## src/rtl/core/qrs_pkg.sv

```systemverilog
// ----------------------------------------------------------------------------
// qrs_pkg
// Shared constants and types of the quadratic root solver.
// ----------------------------------------------------------------------------
package qrs_pkg;

  localparam int COEF_WIDTH_DEF = 16;
  localparam int FRAC_BITS_DEF  = 8;
  localparam int ROOT_WIDTH     = 25;
  localparam int QUEUE_DEPTH    = 4;

  // result classification
  typedef enum logic [1:0] {
    KIND_NONE   = 2'd0,
    KIND_DOUBLE = 2'd1,
    KIND_TWO    = 2'd2,
    KIND_DEGEN  = 2'd3
  } root_kind_t;

  // valid flag and class of one item moving between front and back
  typedef struct packed {
    logic       vld;
    root_kind_t kind;
  } tag_t;

endpackage

```

## src/rtl/core/qrs_fifo.sv

```systemverilog
// ----------------------------------------------------------------------------
// qrs_fifo
// Short queue that decouples the front from the back.
// ----------------------------------------------------------------------------
module qrs_fifo import qrs_pkg::*; #(
  parameter int WIDTH = 66,
  parameter int DEPTH = QUEUE_DEPTH
) (
  input  logic             clk,
  input  logic             rst,
  input  tag_t             push,
  input  logic [WIDTH-1:0] din,
  output logic             full,
  input  logic             pop,
  output tag_t             head,
  output logic [WIDTH-1:0] dout
);

  localparam int PW = (DEPTH > 1) ? $clog2(DEPTH) : 1;
  localparam int CNTW = $clog2(DEPTH + 1);

  logic [WIDTH-1:0] mem [DEPTH];
  root_kind_t       kmem [DEPTH];
  logic [PW-1:0]    wr_ptr;
  logic [PW-1:0]    rd_ptr;
  logic [CNTW-1:0]  count;
  logic             do_pop;

  assign full      = (count == CNTW'(DEPTH));
  assign head.vld  = (count != '0);
  assign head.kind = kmem[rd_ptr];
  assign dout      = mem[rd_ptr];
  assign do_pop    = pop && head.vld;

  // storage
  always_ff @(posedge clk) begin
    if (push.vld) begin
      mem[wr_ptr]  <= din;
      kmem[wr_ptr] <= push.kind;
    end
  end

  // pointers and fill count
  always_ff @(posedge clk) begin
    if (rst) begin
      wr_ptr <= '0;
      rd_ptr <= '0;
      count  <= '0;
    end else begin
      if (push.vld) begin
        wr_ptr <= (wr_ptr == PW'(DEPTH - 1)) ? '0 : wr_ptr + 1'b1;
      end
      if (do_pop) begin
        rd_ptr <= (rd_ptr == PW'(DEPTH - 1)) ? '0 : rd_ptr + 1'b1;
      end
      if (push.vld && !do_pop) begin
        count <= count + 1'b1;
      end else if (!push.vld && do_pop) begin
        count <= count - 1'b1;
      end
    end
  end

endmodule

```

## config.mk

```make
export PLATFORM = sky130hd
export DESIGN_NAME = qrs_fifo
export DESIGN_NICKNAME = d
export VERILOG_FILES = /design/src/rtl/core/qrs_pkg.sv /design/src/rtl/core/qrs_fifo.sv
export SDC_FILE = /design/constraint.sdc
export NUM_CORES = 1
export LEC_CHECK = 0
export ABC_AREA = 0
export BUFFER_PORTS_ARGS = -buffer_cell sky130_fd_sc_hd__buf_2
export CAP_MARGIN = 10
export CORE_MARGIN = 1
export CORE_UTILIZATION = 60
export CTS_CLUSTER_DIAMETER = 80
export CTS_CLUSTER_SIZE = 40
export DETAILED_ROUTE_END_ITERATION = 6
export PLACE_DENSITY_LB_ADDON = 0.08
export SLEW_MARGIN = 20
export SYNTH_ARGS = -nofsm -noshare
export SYNTH_HDL_FRONTEND = slang
export SYNTH_SLANG_ARGS = --single-unit
```

## constraint.sdc

```tcl
create_clock -name clk -period 6.8 [get_ports clk]
set_clock_uncertainty 0.05 [all_clocks]
set_input_delay 0.34 -clock clk [delete_from_list [all_inputs] [get_ports clk]]
set_output_delay 0.34 -clock clk [all_outputs]
set_load 0.1 [all_outputs]
```

Word level (Yosys, flattened, before mapping)
Memory sizes are Yosys's and may differ from the RTL's. A register that Yosys moved wholly into a read port is not among the register bits.
Cells that the tools add are included.
{"block": "op_classes", "n_addsub": 4, "eq_ne": 3, "n_mux": 10, "n_reduce_logical": 7}
{"operator": "2-bit 2-to-1 mux", "n": 6}
{"operator": "3-bit 2-to-1 mux", "n": 2}
{"operator": "2-bit by 1-bit adder with 2-bit output, second input constant", "n": 2}
{"operator": "2-bit == test, second input constant", "n": 2}
{"operator": "3-bit by 1-bit adder with 3-bit output, second input constant", "n": 1}
{"operator": "3-bit == test, second input constant", "n": 1}
{"operator": "1-bit logical AND", "n": 3}
{"operator": "3-bit nonzero test", "n": 1}
{"operator": "3-bit by 1-bit subtractor with 3-bit output, second input constant", "n": 1}
{"operator": "1-bit logical NOT", "n": 2}
{"operator": "1-bit 2-to-1 mux", "n": 2}
{"operator": "2-bit nonzero test", "n": 1}
{"block": "totals", "ff_bits": 7, "ramBits": 272, "out_inout_bits": 70, "word_cells": 29, "n_memories": 2}
{"name": "mem", "words": 4, "word_bits": 66, "rd": 1, "rd_clocked_by_memory_dff": 1, "write_ports": 1, "line_no": "qrs_fifo.sv:22", "rtl": "logic [WIDTH-1:0] mem [DEPTH];"}
{"name": "kmem", "words": 4, "word_bits": 2, "rd": 1, "rd_clocked_by_memory_dff": 1, "write_ports": 1, "line_no": "qrs_fifo.sv:23", "rtl": "root_kind_t kmem [DEPTH];"}

Longest topological paths before layout
{"block": "logic_depth", "word_depth": 5, "mapped_depth": 7}

Worst setup path after synthesis
OpenSTA, ideal clock, no wires.
{"block": "synth_path", "path_type": "flip-flop to output port", "startpoint": "reg count[0]", "endpoint": "out full", "arrival_time_ns": 2.561, "setup_slack_ns": 3.849, "path_stages_with_launch": 2, "n_path_buf": 0, "path_cell_list": "dfxtp_1 > nor3b_1"}
{"block": "synth_via", "elab_chain_len": 1}
{"element": "from (decl)", "line_no": "qrs_fifo.sv:26", "rtl": "logic [CNTW-1:0] count;"}
{"element": "from (signal assigned)", "line_no": "qrs_fifo.sv:57", "rtl": "count <= count + 1'b1;"}
{"element": "from (signal assigned)", "line_no": "qrs_fifo.sv:59", "rtl": "count <= count - 1'b1;"}
{"element": "3-bit == test", "line_no": "qrs_fifo.sv:29", "rtl": "assign full = (count == CNTW'(DEPTH));"}
{"element": "to (decl)", "line_no": "qrs_fifo.sv:13", "rtl": "output logic full,"}
Every way passes these cells.

==> impl_metrics.yaml <==
placed_design:
  dp_cells: 746
  io_buffers: 141
  dp.final_hpwl_um: 9390
  place.gp.congestion: 0.667
final_layout:
  area_growth_syn_to_layout_pct: 12.1
  drive_gt1_share_pct: 42.6
  final_nets: 620
  fin_cells: 766
drt:
  postRouteAntennaNets: 0
  wl_per_cell_um: 21.6
  firstDrtPassIters: 4
  wl_um: 16600
  vias: 4461
  wl_met2_um: 8650
  top_layer: "met5"
  wl_met1_um: 6620
  route.detailed.drc: 0
  first_iter_violations: 291
  met3_length_um: 878
  vias_per_cell: 5.82
worst_setup_path:
  r2r_end: "count[2]"
  cp-start-kind: "register"
  path_class: "register to output port"
  worstPathRequired_ns: 6.41
  rrSetupSlack_ns: 4.47
  reg2reg_from: "count[0]"
  rr_worst_depth: 7
  crit_fanout: 43
  critical_path_arrival_ns: 2.96
  end_kind: "output port"
synthesis:
  avgSynthCellArea_um2: 25.7
  yosysSeqAreaShare_pct: 81.2
  synth_area_um2: 10300
  synth_cells: 400
  yosysUniqueCellTypes: 21
  ys_ff_latch: 281
  synth_nets: 479
  ys_warn_count: 0
global_routing:
  grt_use_total_pct: 19.4
  grt_max_degree: 69
  grt_pass1_wl_um: 25700
  grt-ovfl-total: 0
  antenna_found_initial: 3
  grt_pass1_vias: 4709
cts:
  cts_inserted_buffers: 11
  htree_levels: 1
  clockBufferDepth: 3
  cts_root_buf: "clkbuf_16"
  path_clk_slew_ns: 0.13
  ctsResizeCount: 0
  post-cts-setup-buffers: 0
  cts_sinks: 281
  worstSkewPairLatency_ns: 0.46
  cts_hold_buf: 0
  cts_tree: "done"
pwr:
  p_per_area_nw_per_um2: 396
  leakage_nw: 3.81
  ir_worst_vdd_mv: 0.294
sta:
  period_share_pct: 49.2
  setup_viol: 0
  hold_viol: 0
  tightest_slew_ns: 1.07
  slew_headroom_pct: 28.4
  grt_setup_unrepaired: "no"
  period_needed_ns: 3.35
  fin_tns_setup_ns: 0
  slew_violations: 0
  fmax_ghz: 0.299
hold_path:
  hold_depth: 1
  hp-start: "din[16]"
  hold_path_class: "primary input to register"
  whs_endpoint: "mem[3][16]"
die:
  die_area_um2: 17700
  io_pins: 142
  initial_core_util_pct: 61.8
  die_x_um: 133
  core_um2: 16600
  rows: 47
  fp.dieH_um: 133
flow_run:
  cap_violations: 0
outcome:
  status: "complete, no violations"
-- how the worst max path moves through the flow --
stage,startpoint,to,slack [ns]
after floorplan,count[0],full,3.85
after global placement,register,dout[4],3.86
after detailed placement,register,dout[4],3.86
after CTS,register,dout[1],3.33
after global routing,register,dout[1],3.18
final,register,dout[1],3.45
-- area by class of cell --
type,instances,area (um^2)
sequential,281,8360
multi-input combinational,100,1790
antenna,2,5.00
timing repair buffer,144,733
fill,1093,5120
clock inverter,5,73.8
tap,220,275
inverter,3,11.3
clock buffer,11,275
-- critical path: stages (launching register included) --
cell and delay (ns):
dfxtp_4 0.72, buf_4 0.78, mux4_2 0.65, buf_2 0.32
-- cells in the mapped netlist --
cell type  instances  share of area, %
nor2_1             6              0.22
buf_4              4              0.29
and2_1             4              0.24
edfxtp_1         272                79
o31ai_1            1             0.073
nor3b_1            1             0.073
or3_1              3              0.18
clkbuf_1           4              0.15
buf_12             3              0.58
inv_1              3              0.11
buf_6              1              0.11
mux2i_1            4              0.39
buf_2              4              0.19
nand2_1            1             0.036
xor2_1             2              0.17
fa_1               1              0.19
mux4_2            68                15
ha_1               6              0.73
dfxtp_1            9               1.8
a21oi_1            2             0.097
o21ai_0            1             0.049
-- state kept, by name, indices dropped and copies added (netlist names), named ones only --
register and flops:
wr_ptr 2, mem 264, count 3, rd_ptr 2, kmem 8
-- per-layer routing --
| layer | up-vias | GRT usage (%) |
|---|---|---|
| met2 | 112 | 33.7 |
| met5 | - | 0 |
| li1 | 1976 | - |
| met1 | 2347 | 25.7 |
| met3 | 22 | 3.60 |
| met4 | 4 | 4.92 |
-- cell families after synthesis --
group | count (synthesis) | synth area share, %
simple gates | 15 | 0.755
mux | 72 | 15.3
fa+ha+maj | 7 | 0.925
xor+xnor | 2 | 0.170
compound gates | 4 | 0.219
buf+inv | 19 | 1.44
flops | 281 | 81.2
-- power breakdown --
group	internal [mW]	switching, mW
Sequential	1.99	0.0884
Combinational	0.360	1.30
Clock	0.349	0.479
Total	2.70	1.87
-- metrics by stage --
step	setup slack (ns)	power (mW)	hold WS, ns	cell area [um^2]	utilization [%]
2_1_floorplan	3.85	3.58	0.359	10300	-
3_3_place_gp	3.86	3.78	0.411	11100	67.0
3_5_place_dp	3.86	3.79	0.430	11100	67.0
4_1_cts	3.33	4.61	0.000405	11500	69.1
5_1_grt	3.18	4.70	0.00188	11500	69.2
6_report	3.45	4.57	0.0122	11500	69.2
-- placed cells by master (no fill, tap or decap), drive strengths merged --
cell	count
edfxtp	272
mux4	68
bufinv	1
o21ai	1
fa	1
diode	2
mux2i	4
inv	5
clkinv	1
nor2	6
and2	4
clkinvlp	1
nand2	1
dlygate4sd3	2
nor3b	1
dfxtp	9
a21oi	2
ha	6
buf	142
xor2	2
clkbuf	11
o31ai	1
or3	3
Note: power is estimated with default switching activity, not from simulation.
