===== src/rtl/core/qrs_pkg.sv =====
// ----------------------------------------------------------------------------
// qrs_pkg
// Shared constants and types of the quadratic root solver.
// ----------------------------------------------------------------------------
package qrs_pkg;

  localparam int COEF_WIDTH_DEF = 16;
  localparam int FRAC_BITS_DEF  = 8;
  localparam int ROOT_WIDTH     = 25;
  localparam int QUEUE_DEPTH    = 4;

  // result classification
  typedef enum logic [1:0] {
    KIND_NONE   = 2'd0,
    KIND_DOUBLE = 2'd1,
    KIND_TWO    = 2'd2,
    KIND_DEGEN  = 2'd3
  } root_kind_t;

  // valid flag and class of one item moving between front and back
  typedef struct packed {
    logic       vld;
    root_kind_t kind;
  } tag_t;

endpackage


===== src/rtl/core/qrs_if.sv =====
// ----------------------------------------------------------------------------
// qrs_if
// Valid/ready channels for coefficient items and root items.
// ----------------------------------------------------------------------------
interface qrs_in_if #(parameter int COEF_WIDTH = 16);
  logic                         valid;
  logic                         ready;
  logic signed [COEF_WIDTH-1:0] coef_a;
  logic signed [COEF_WIDTH-1:0] coef_b;
  logic signed [COEF_WIDTH-1:0] coef_c;

  modport source (output valid, coef_a, coef_b, coef_c, input ready);
  modport sink (input valid, coef_a, coef_b, coef_c, output ready);
endinterface



===== src/rtl/core/qrs_front.sv =====
// ----------------------------------------------------------------------------
// qrs_front
// Accepts coefficient items, forms the discriminant and classifies the item.
// ----------------------------------------------------------------------------
module qrs_front import qrs_pkg::*; #(
  parameter int COEF_WIDTH = COEF_WIDTH_DEF
) (
  input  logic                         clk,
  input  logic                         rst,
  qrs_in_if.sink                       req,
  input  logic                         q_full,
  output tag_t                         push,
  output logic [2*COEF_WIDTH+1:0]      d_mag,
  output logic signed [COEF_WIDTH-1:0] a_out,
  output logic signed [COEF_WIDTH-1:0] b_out
);

  localparam int CW  = COEF_WIDTH;
  localparam int DW  = 2*CW + 3;
  localparam int DUW = DW - 1;

  logic                   en;
  logic                   v1;
  logic signed [CW-1:0]   a1;
  logic signed [CW-1:0]   b1;
  logic signed [2*CW-1:0] bb1;
  logic signed [2*CW-1:0] ac1;
  logic                   v2;
  root_kind_t             kind2;
  logic signed [DW-1:0]   d_c;
  root_kind_t             kind_c;

  assign en        = !v2 || !q_full;
  assign req.ready = en;

  // products
  always_ff @(posedge clk) begin
    if (rst) begin
      v1 <= 1'b0;
    end else if (en) begin
      v1 <= req.valid;
    end
    if (en) begin
      a1  <= req.coef_a;
      b1  <= req.coef_b;
      bb1 <= req.coef_b * req.coef_b;
      ac1 <= req.coef_a * req.coef_c;
    end
  end

  // discriminant and class
  always_comb begin
    d_c = DW'(bb1) - (DW'(ac1) <<< 2);
    if (a1 == '0) begin
      kind_c = KIND_DEGEN;
    end else if (d_c[DW-1]) begin
      kind_c = KIND_NONE;
    end else if (d_c == '0) begin
      kind_c = KIND_DOUBLE;
    end else begin
      kind_c = KIND_TWO;
    end
  end

  always_ff @(posedge clk) begin
    if (rst) begin
      v2 <= 1'b0;
    end else if (en) begin
      v2 <= v1;
    end
    if (en) begin
      kind2 <= kind_c;
      d_mag <= (kind_c == KIND_TWO) ? d_c[DUW-1:0] : '0;
      a_out <= a1;
      b_out <= b1;
    end
  end

  assign push.vld  = v2 && !q_full;
  assign push.kind = kind2;

endmodule


===== src/flat_wrapper.sv =====
// flat-port wrapper written by rule: the top's interface ports become plain ports
module qrs_front_flat import qrs_pkg::*;
#(
  parameter int COEF_WIDTH = COEF_WIDTH_DEF
)
  (clk, rst, q_full, push, d_mag, a_out, b_out, req_valid, req_coef_a, req_coef_b, req_coef_c, req_ready);
  qrs_in_if #(.COEF_WIDTH(COEF_WIDTH)) req_i ();
  input  logic clk;
  input  logic rst;
  input  logic q_full;
  output tag_t push;
  output logic [2*COEF_WIDTH+1:0] d_mag;
  output logic signed [COEF_WIDTH-1:0] a_out;
  output logic signed [COEF_WIDTH-1:0] b_out;
  input wire logic [$bits(req_i.valid)-1:0] req_valid;
  input wire logic [$bits(req_i.coef_a)-1:0] req_coef_a;
  input wire logic [$bits(req_i.coef_b)-1:0] req_coef_b;
  input wire logic [$bits(req_i.coef_c)-1:0] req_coef_c;
  output wire logic [$bits(req_i.ready)-1:0] req_ready;
  assign req_i.valid = req_valid;
  assign req_i.coef_a = req_coef_a;
  assign req_i.coef_b = req_coef_b;
  assign req_i.coef_c = req_coef_c;
  assign req_ready = req_i.ready;
  qrs_front #(.COEF_WIDTH(COEF_WIDTH)) u_core (.clk(clk), .rst(rst), .req(req_i), .q_full(q_full), .push(push), .d_mag(d_mag), .a_out(a_out), .b_out(b_out));
endmodule

===== config.mk =====
export PLATFORM = sky130hd
export DESIGN_NAME = qrs_front_flat
export DESIGN_NICKNAME = d
export VERILOG_FILES = /design/src/rtl/core/qrs_pkg.sv /design/src/rtl/core/qrs_if.sv /design/src/rtl/core/qrs_front.sv /design/src/flat_wrapper.sv
export SDC_FILE = /design/constraint.sdc
export NUM_CORES = 2
export LEC_CHECK = 0
export BUFFER_PORTS_ARGS = -buffer_cell sky130_fd_sc_hd__buf_2
export CAP_MARGIN = 20
export CORE_MARGIN = 5
export CORE_UTILIZATION = 57
export CTS_BUF_LIST = sky130_fd_sc_hd__clkbuf_4 sky130_fd_sc_hd__clkbuf_8 sky130_fd_sc_hd__clkbuf_16
export DETAILED_ROUTE_END_ITERATION = 6
export PLACE_DENSITY_LB_ADDON = 0.3
export SLEW_MARGIN = 25
export SYNTH_ARGS = -nofsm -noshare
export SYNTH_HDL_FRONTEND = slang
export SYNTH_SLANG_ARGS = --single-unit

===== constraint.sdc =====
create_clock -name clk -period 8.1 [get_ports clk]
set_clock_uncertainty 0.1 [all_clocks]
set_input_delay 0.81 -clock clk [delete_from_list [all_inputs] [get_ports clk]]
set_output_delay 0.81 -clock clk [all_outputs]
set_load 0.05 [all_outputs]

* Word level (Yosys, flattened, before mapping)
Index checks and enable logic that the tools add are counted.
** Operators by class
- Multiply operators :: 2
- Muxes and demuxes :: 3
- Equality and inequality tests :: 1
- Reduce and logical (&&, ||, !) cells :: 6
- Add/subtract/negate cells :: 1
** Operator list (count)
- $mul A16 B16 Y32 :: 2
- $logic_not A35 Y1 :: 1
- $sub A32 B34 Y35 :: 1
- $logic_not A16 Y1 :: 1
- $mux W2 :: 3
- $eq A2 B2 Y1 const B :: 1
- $logic_not A1 Y1 :: 2
- $logic_and A1 B1 Y1 :: 1
- $logic_or A1 B1 Y1 :: 1
** Storage, ports and cells
- Output and inout bits :: 70
- Register bits after elaboration :: 166
- Input bits :: 52
- Word-level logic and storage cells :: 23

* Depth between registers and ports, before layout
- Depth in word-level cells :: 6
- Depth in mapped cells :: 26

* Worst setup path after synthesis
OpenSTA, ideal clock, no wires.
- Kind :: input to register
- From :: in req_coef_b[15]
- To :: reg u_core.bb1[30] (data pin)
- Stages :: 21
- Required time :: 7.742 ns
- Arrival :: 6.417 ns
- Setup slack :: 1.326 ns
- Path buffers :: 2
- Library setup time :: 0.258 ns
- Cells stage by stage :: clkbuf_1 > buf_1 > nand2_1 > fa_1 > inv_1 > fa_1 > fa_1 > fa_1 > fa_1 > inv_1 > fa_1 > inv_1 > ha_1 > a21oi_1 > o21ai_0 > a31o_2 > nor3_1 > nand3_1 > a31o_2 > a21oi_1 > xnor2_1
** Between the ends
- Word-level cells in the longest chain between the ends :: 1
** RTL lines
- start, declared :: RTL line flat_wrapper.sv:17 : input wire logic [$bits(req_i.coef_b)-1:0] req_coef_b;
- $mul A16 B16 Y32 :: RTL line qrs_front.sv:46 : bb1 <= req.coef_b * req.coef_b;
- end signal, assigned :: RTL line qrs_front.sv:46
- end, declared :: RTL line qrs_front.sv:26 : logic signed [2*CW-1:0] bb1;
Every way passes these cells.
A chain may end at the register's enable or synchronous reset.

* Final worst setup path
- From :: in req_coef_c[1]
- To :: reg u_core.ac1[28] (data pin)
** Between the ends
- Word-level cells in the longest chain between the ends :: 1
** RTL lines
- start, declared :: RTL line flat_wrapper.sv:18 : input wire logic [$bits(req_i.coef_c)-1:0] req_coef_c;
- $mul A16 B16 Y32 :: RTL line qrs_front.sv:47 : ac1 <= req.coef_a * req.coef_c;
- end signal, assigned :: RTL line qrs_front.sv:47
- end, declared :: RTL line qrs_front.sv:27 : logic signed [2*CW-1:0] ac1;
Every way passes these cells.

==> results.json <==
{
  "outcome": "complete, no violations",
  "synth_top_area_share_pct": 38.53,
  "synth_ff_type": "edfxtp_1",
  "io_buffers": 120,
  "clkTransAtPathRegs_ns": 0.07,
  "drc": 0,
  "hp-class": "reg -> reg",
  "start_util_pct": 57.28,
  "fill_cells": 3763,
  "wl_met1_microns": 22690,
  "dieWidth_microns": 222.9,
  "core_area_sq_um": 45090,
  "ios": 122,
  "worstSetupStartpointType": "input pin",
  "h-tree-depth": 4,
  "final_cell_mix": "inv_1, fa_1, nand2_1",
  "crit_type": "in -> reg",
  "layout.nets": 3416,
  "routabilityCongestion": 0.8796,
  "dieArea_sq_um": 49660,
  "drive_above_1_share_pct": 6.766,
  "yosys_warnings": 0,
  "worstMarginPinSlew_ns": 0.8034,
  "grt_util_all_layers_pct": 23.45,
  "top_layer_used": "met4",
  "r2r_setup_slack_ns": 3.61,
  "clockBufferDepth": 2,
  "post_drt_wl_per_cell_microns": 16.84,
  "clock-sinks": 163,
  "dpl_cell_area_sq_um": 26960,
  "dp_cells": 3243,
  "ys_seq_area_share_pct": 18.88,
  "rsz0062_at_grt": "no",
  "finalHoldViolCount": 0,
  "antenna_left": 0,
  "numCtsBuffers": 17,
  "grt_max_degree": 86,
  "ys_types": 67,
  "r2r-end": "u_core.kind2[1]$_DFFE_PP_",
  "endpoint_kind": "register",
  "whs_endpoint": "u_core.b_out[4]$_DFFE_PP_",
  "synth_area_per_cell_sq_um": 9.994,
  "grt_pass1_wl_microns": 93900,
  "n_antenna_cell": 0,
  "reg2reg_from": "u_core.bb1[11]$_DFFE_PP_",
  "cts_resized": 0,
  "maxSlewHeadroom_pct": 46.28,
  "path_max_fanout": 16,
  "hold_buffers": 0,
  "fin_crit_ns": 6.959,
  "syn_inst": 2584,
  "syn_nets": 3338,
  "drv_slew": 0,
  "routed-wl-met3_microns": 2785,
  "num_vias": 17690,
  "cts_tree": "built",
  "grt_pass1_vias": 19160,
  "rows": 78,
  "min_path_cells": 0,
  "cp.required_ns": 8.20,
  "syn_to_final_growth_pct": 6.550,
  "fin_tns_setup_ns": 0,
  "die_h_microns": 222.9,
  "met2_length_microns": 28250,
  "yosys.area.top_type": "fa_1",
  "synth.area.top_cells": "fa_1, edfxtp_1, ha_1, inv_1, and2_1",
  "maxCapViolCount": 0,
  "crit_arrival_ns": 7.06,
  "mappedNetlistArea_sq_um": 25820,
  "routed_via_density": 5.402,
  "cts_setup_buffers": 0,
  "holdWs_ns": 0.3211,
  "synth-edff-count": 161,
  "fin_crit_sh_pct": 85.92,
  "layout_commonest_cell": "inv_1",
  "routed_wl_microns": 55160,
  "finalSetupViolations": 0,
  "overflow": 0,
  "antenna_found_initial": 0,
  "drt_pre_antenna_iters": 5,
  "fin_area_sq_um": 27520,
  "ys_ff_latch": 163,
  "clock_latency_ns": 0.46,
  "hpwl_microns": 45610,
  "drt_first_iter_violations": 1026,
  "stdcell_count": 3275,
  "worstHoldStart": "u_core.b1[4]$_DFFE_PP_",
  "root_buffer": "clkbuf_16",
  "fmax_mhz": 143.7,
  "r2r.worst_path.cells": 11,
  "synthArstFlopShare_pct": 0
}
cell usage after synthesis, drive strengths merged (3+ instances only):
library cell and instances:
inv 653, fa 497, nand2 235, ha 205, edfxtp 161, and2 157, nor2 117, a21oi 82
xnor2 79, clkbuf 58, o21ai 47, a21o 32, xor2 29, nor3 22, nand2b 18, nand3 18
o21a 17, a31o 13, and3b 12, nand4 12, a31oi 11, nor2b 11, o21bai 9, buf 8
nor4 8, and3 7, o211ai 7, a2111oi 6, a211oi 5, o31ai 5, or3 4, a22oi 3
and4 3, mux2i 3, or2 3
logic make-up after synthesis:
logic type               share of synthesized area (%)
buffers and inverters                            10.48
adder cells (fa/ha/maj)                          48.46
AND/OR/NAND/NOR                                  11.95
AO/OA/AOI/OAI                                    6.395
flip-flops                                       18.88
XOR/XNOR                                         3.663
multiplexers                                    0.1599
other                                          0.01452
metal layers:
layer  vias to the layer above  global-route usage (%)
li1                       8071                       -
met1                      9081                   31.99
met2                       443                   40.07
met3                        95                   2.697
met4                         0                   7.036
met5                         -                       0
per-stage QoR:
step	setup slack [ns]	utilization (%)
2_1_floorplan	1.326	-
3_3_place_gp	0.9316	59.80
5_1_grt	0.8379	61.03
6_report	1.141	61.03
3_5_place_dp	0.7673	59.80
4_1_cts	1.240	61.02
critical path, stage by stage:
cell and delay (ns):
buf_2 0.31, nand2_1 0.13, fa_1 0.52, fa_1 0.58
fa_1 0.47, fa_1 0.54, inv_1 0.05, fa_1 0.47
inv_1 0.05, fa_1 0.47, inv_1 0.04, ha_1 0.34
a21oi_1 0.17, o21ai_0 0.13, or3_1 0.34, o21ai_1 0.34
o211ai_1 0.21, a31oi_1 0.45, o211ai_1 0.19, a21o_1 0.18
a21oi_1 0.16, xnor2_1 0.08
flip-flops by register name, indices dropped and copies added (netlist names):
signal,cells
u_core.a1,16
u_core.a_out,16
u_core.ac1,32
u_core.b1,15
u_core.b_out,16
u_core.bb1,31
u_core.d_mag,33
u_core.kind2,2
u_core.v1,1
u_core.v2,1
worst max-delay path by stage:
stage	endpoint	start	cells after the start	slack (ns)
2_1_floorplan	u_core.bb1[30]$_DFFE_PP_	req_coef_b[15]	21	1.33
3_3_place_gp	u_core.ac1[28]$_DFFE_PP_	req_coef_a[7]	23	0.93
3_5_place_dp	u_core.ac1[28]$_DFFE_PP_	req_coef_c[1]	22	0.77
4_1_cts	u_core.ac1[28]$_DFFE_PP_	req_coef_c[1]	22	1.24
5_1_grt	u_core.ac1[28]$_DFFE_PP_	req_coef_a[10]	22	0.84
6_report	u_core.ac1[28]$_DFFE_PP_	req_coef_c[1]	22	1.14
area by class of cell:
cell class | instances | area (sq um) | area share, %
multi-input cells | 1702 | 18250 | 66.32
flip-flops and latches | 163 | 4875 | 17.72
inverters | 653 | 2451 | 8.908
well taps | 600 | 750.7 | 2.728
repair buffers | 125 | 641.9 | 2.333
clock buffers | 20 | 447.9 | 1.628
clock inverters | 12 | 100.1 | 0.3638
Power is left out: the tool's default activity adds up to more than one toggle a clock period on the data nets, which glitch-free logic cannot reach.
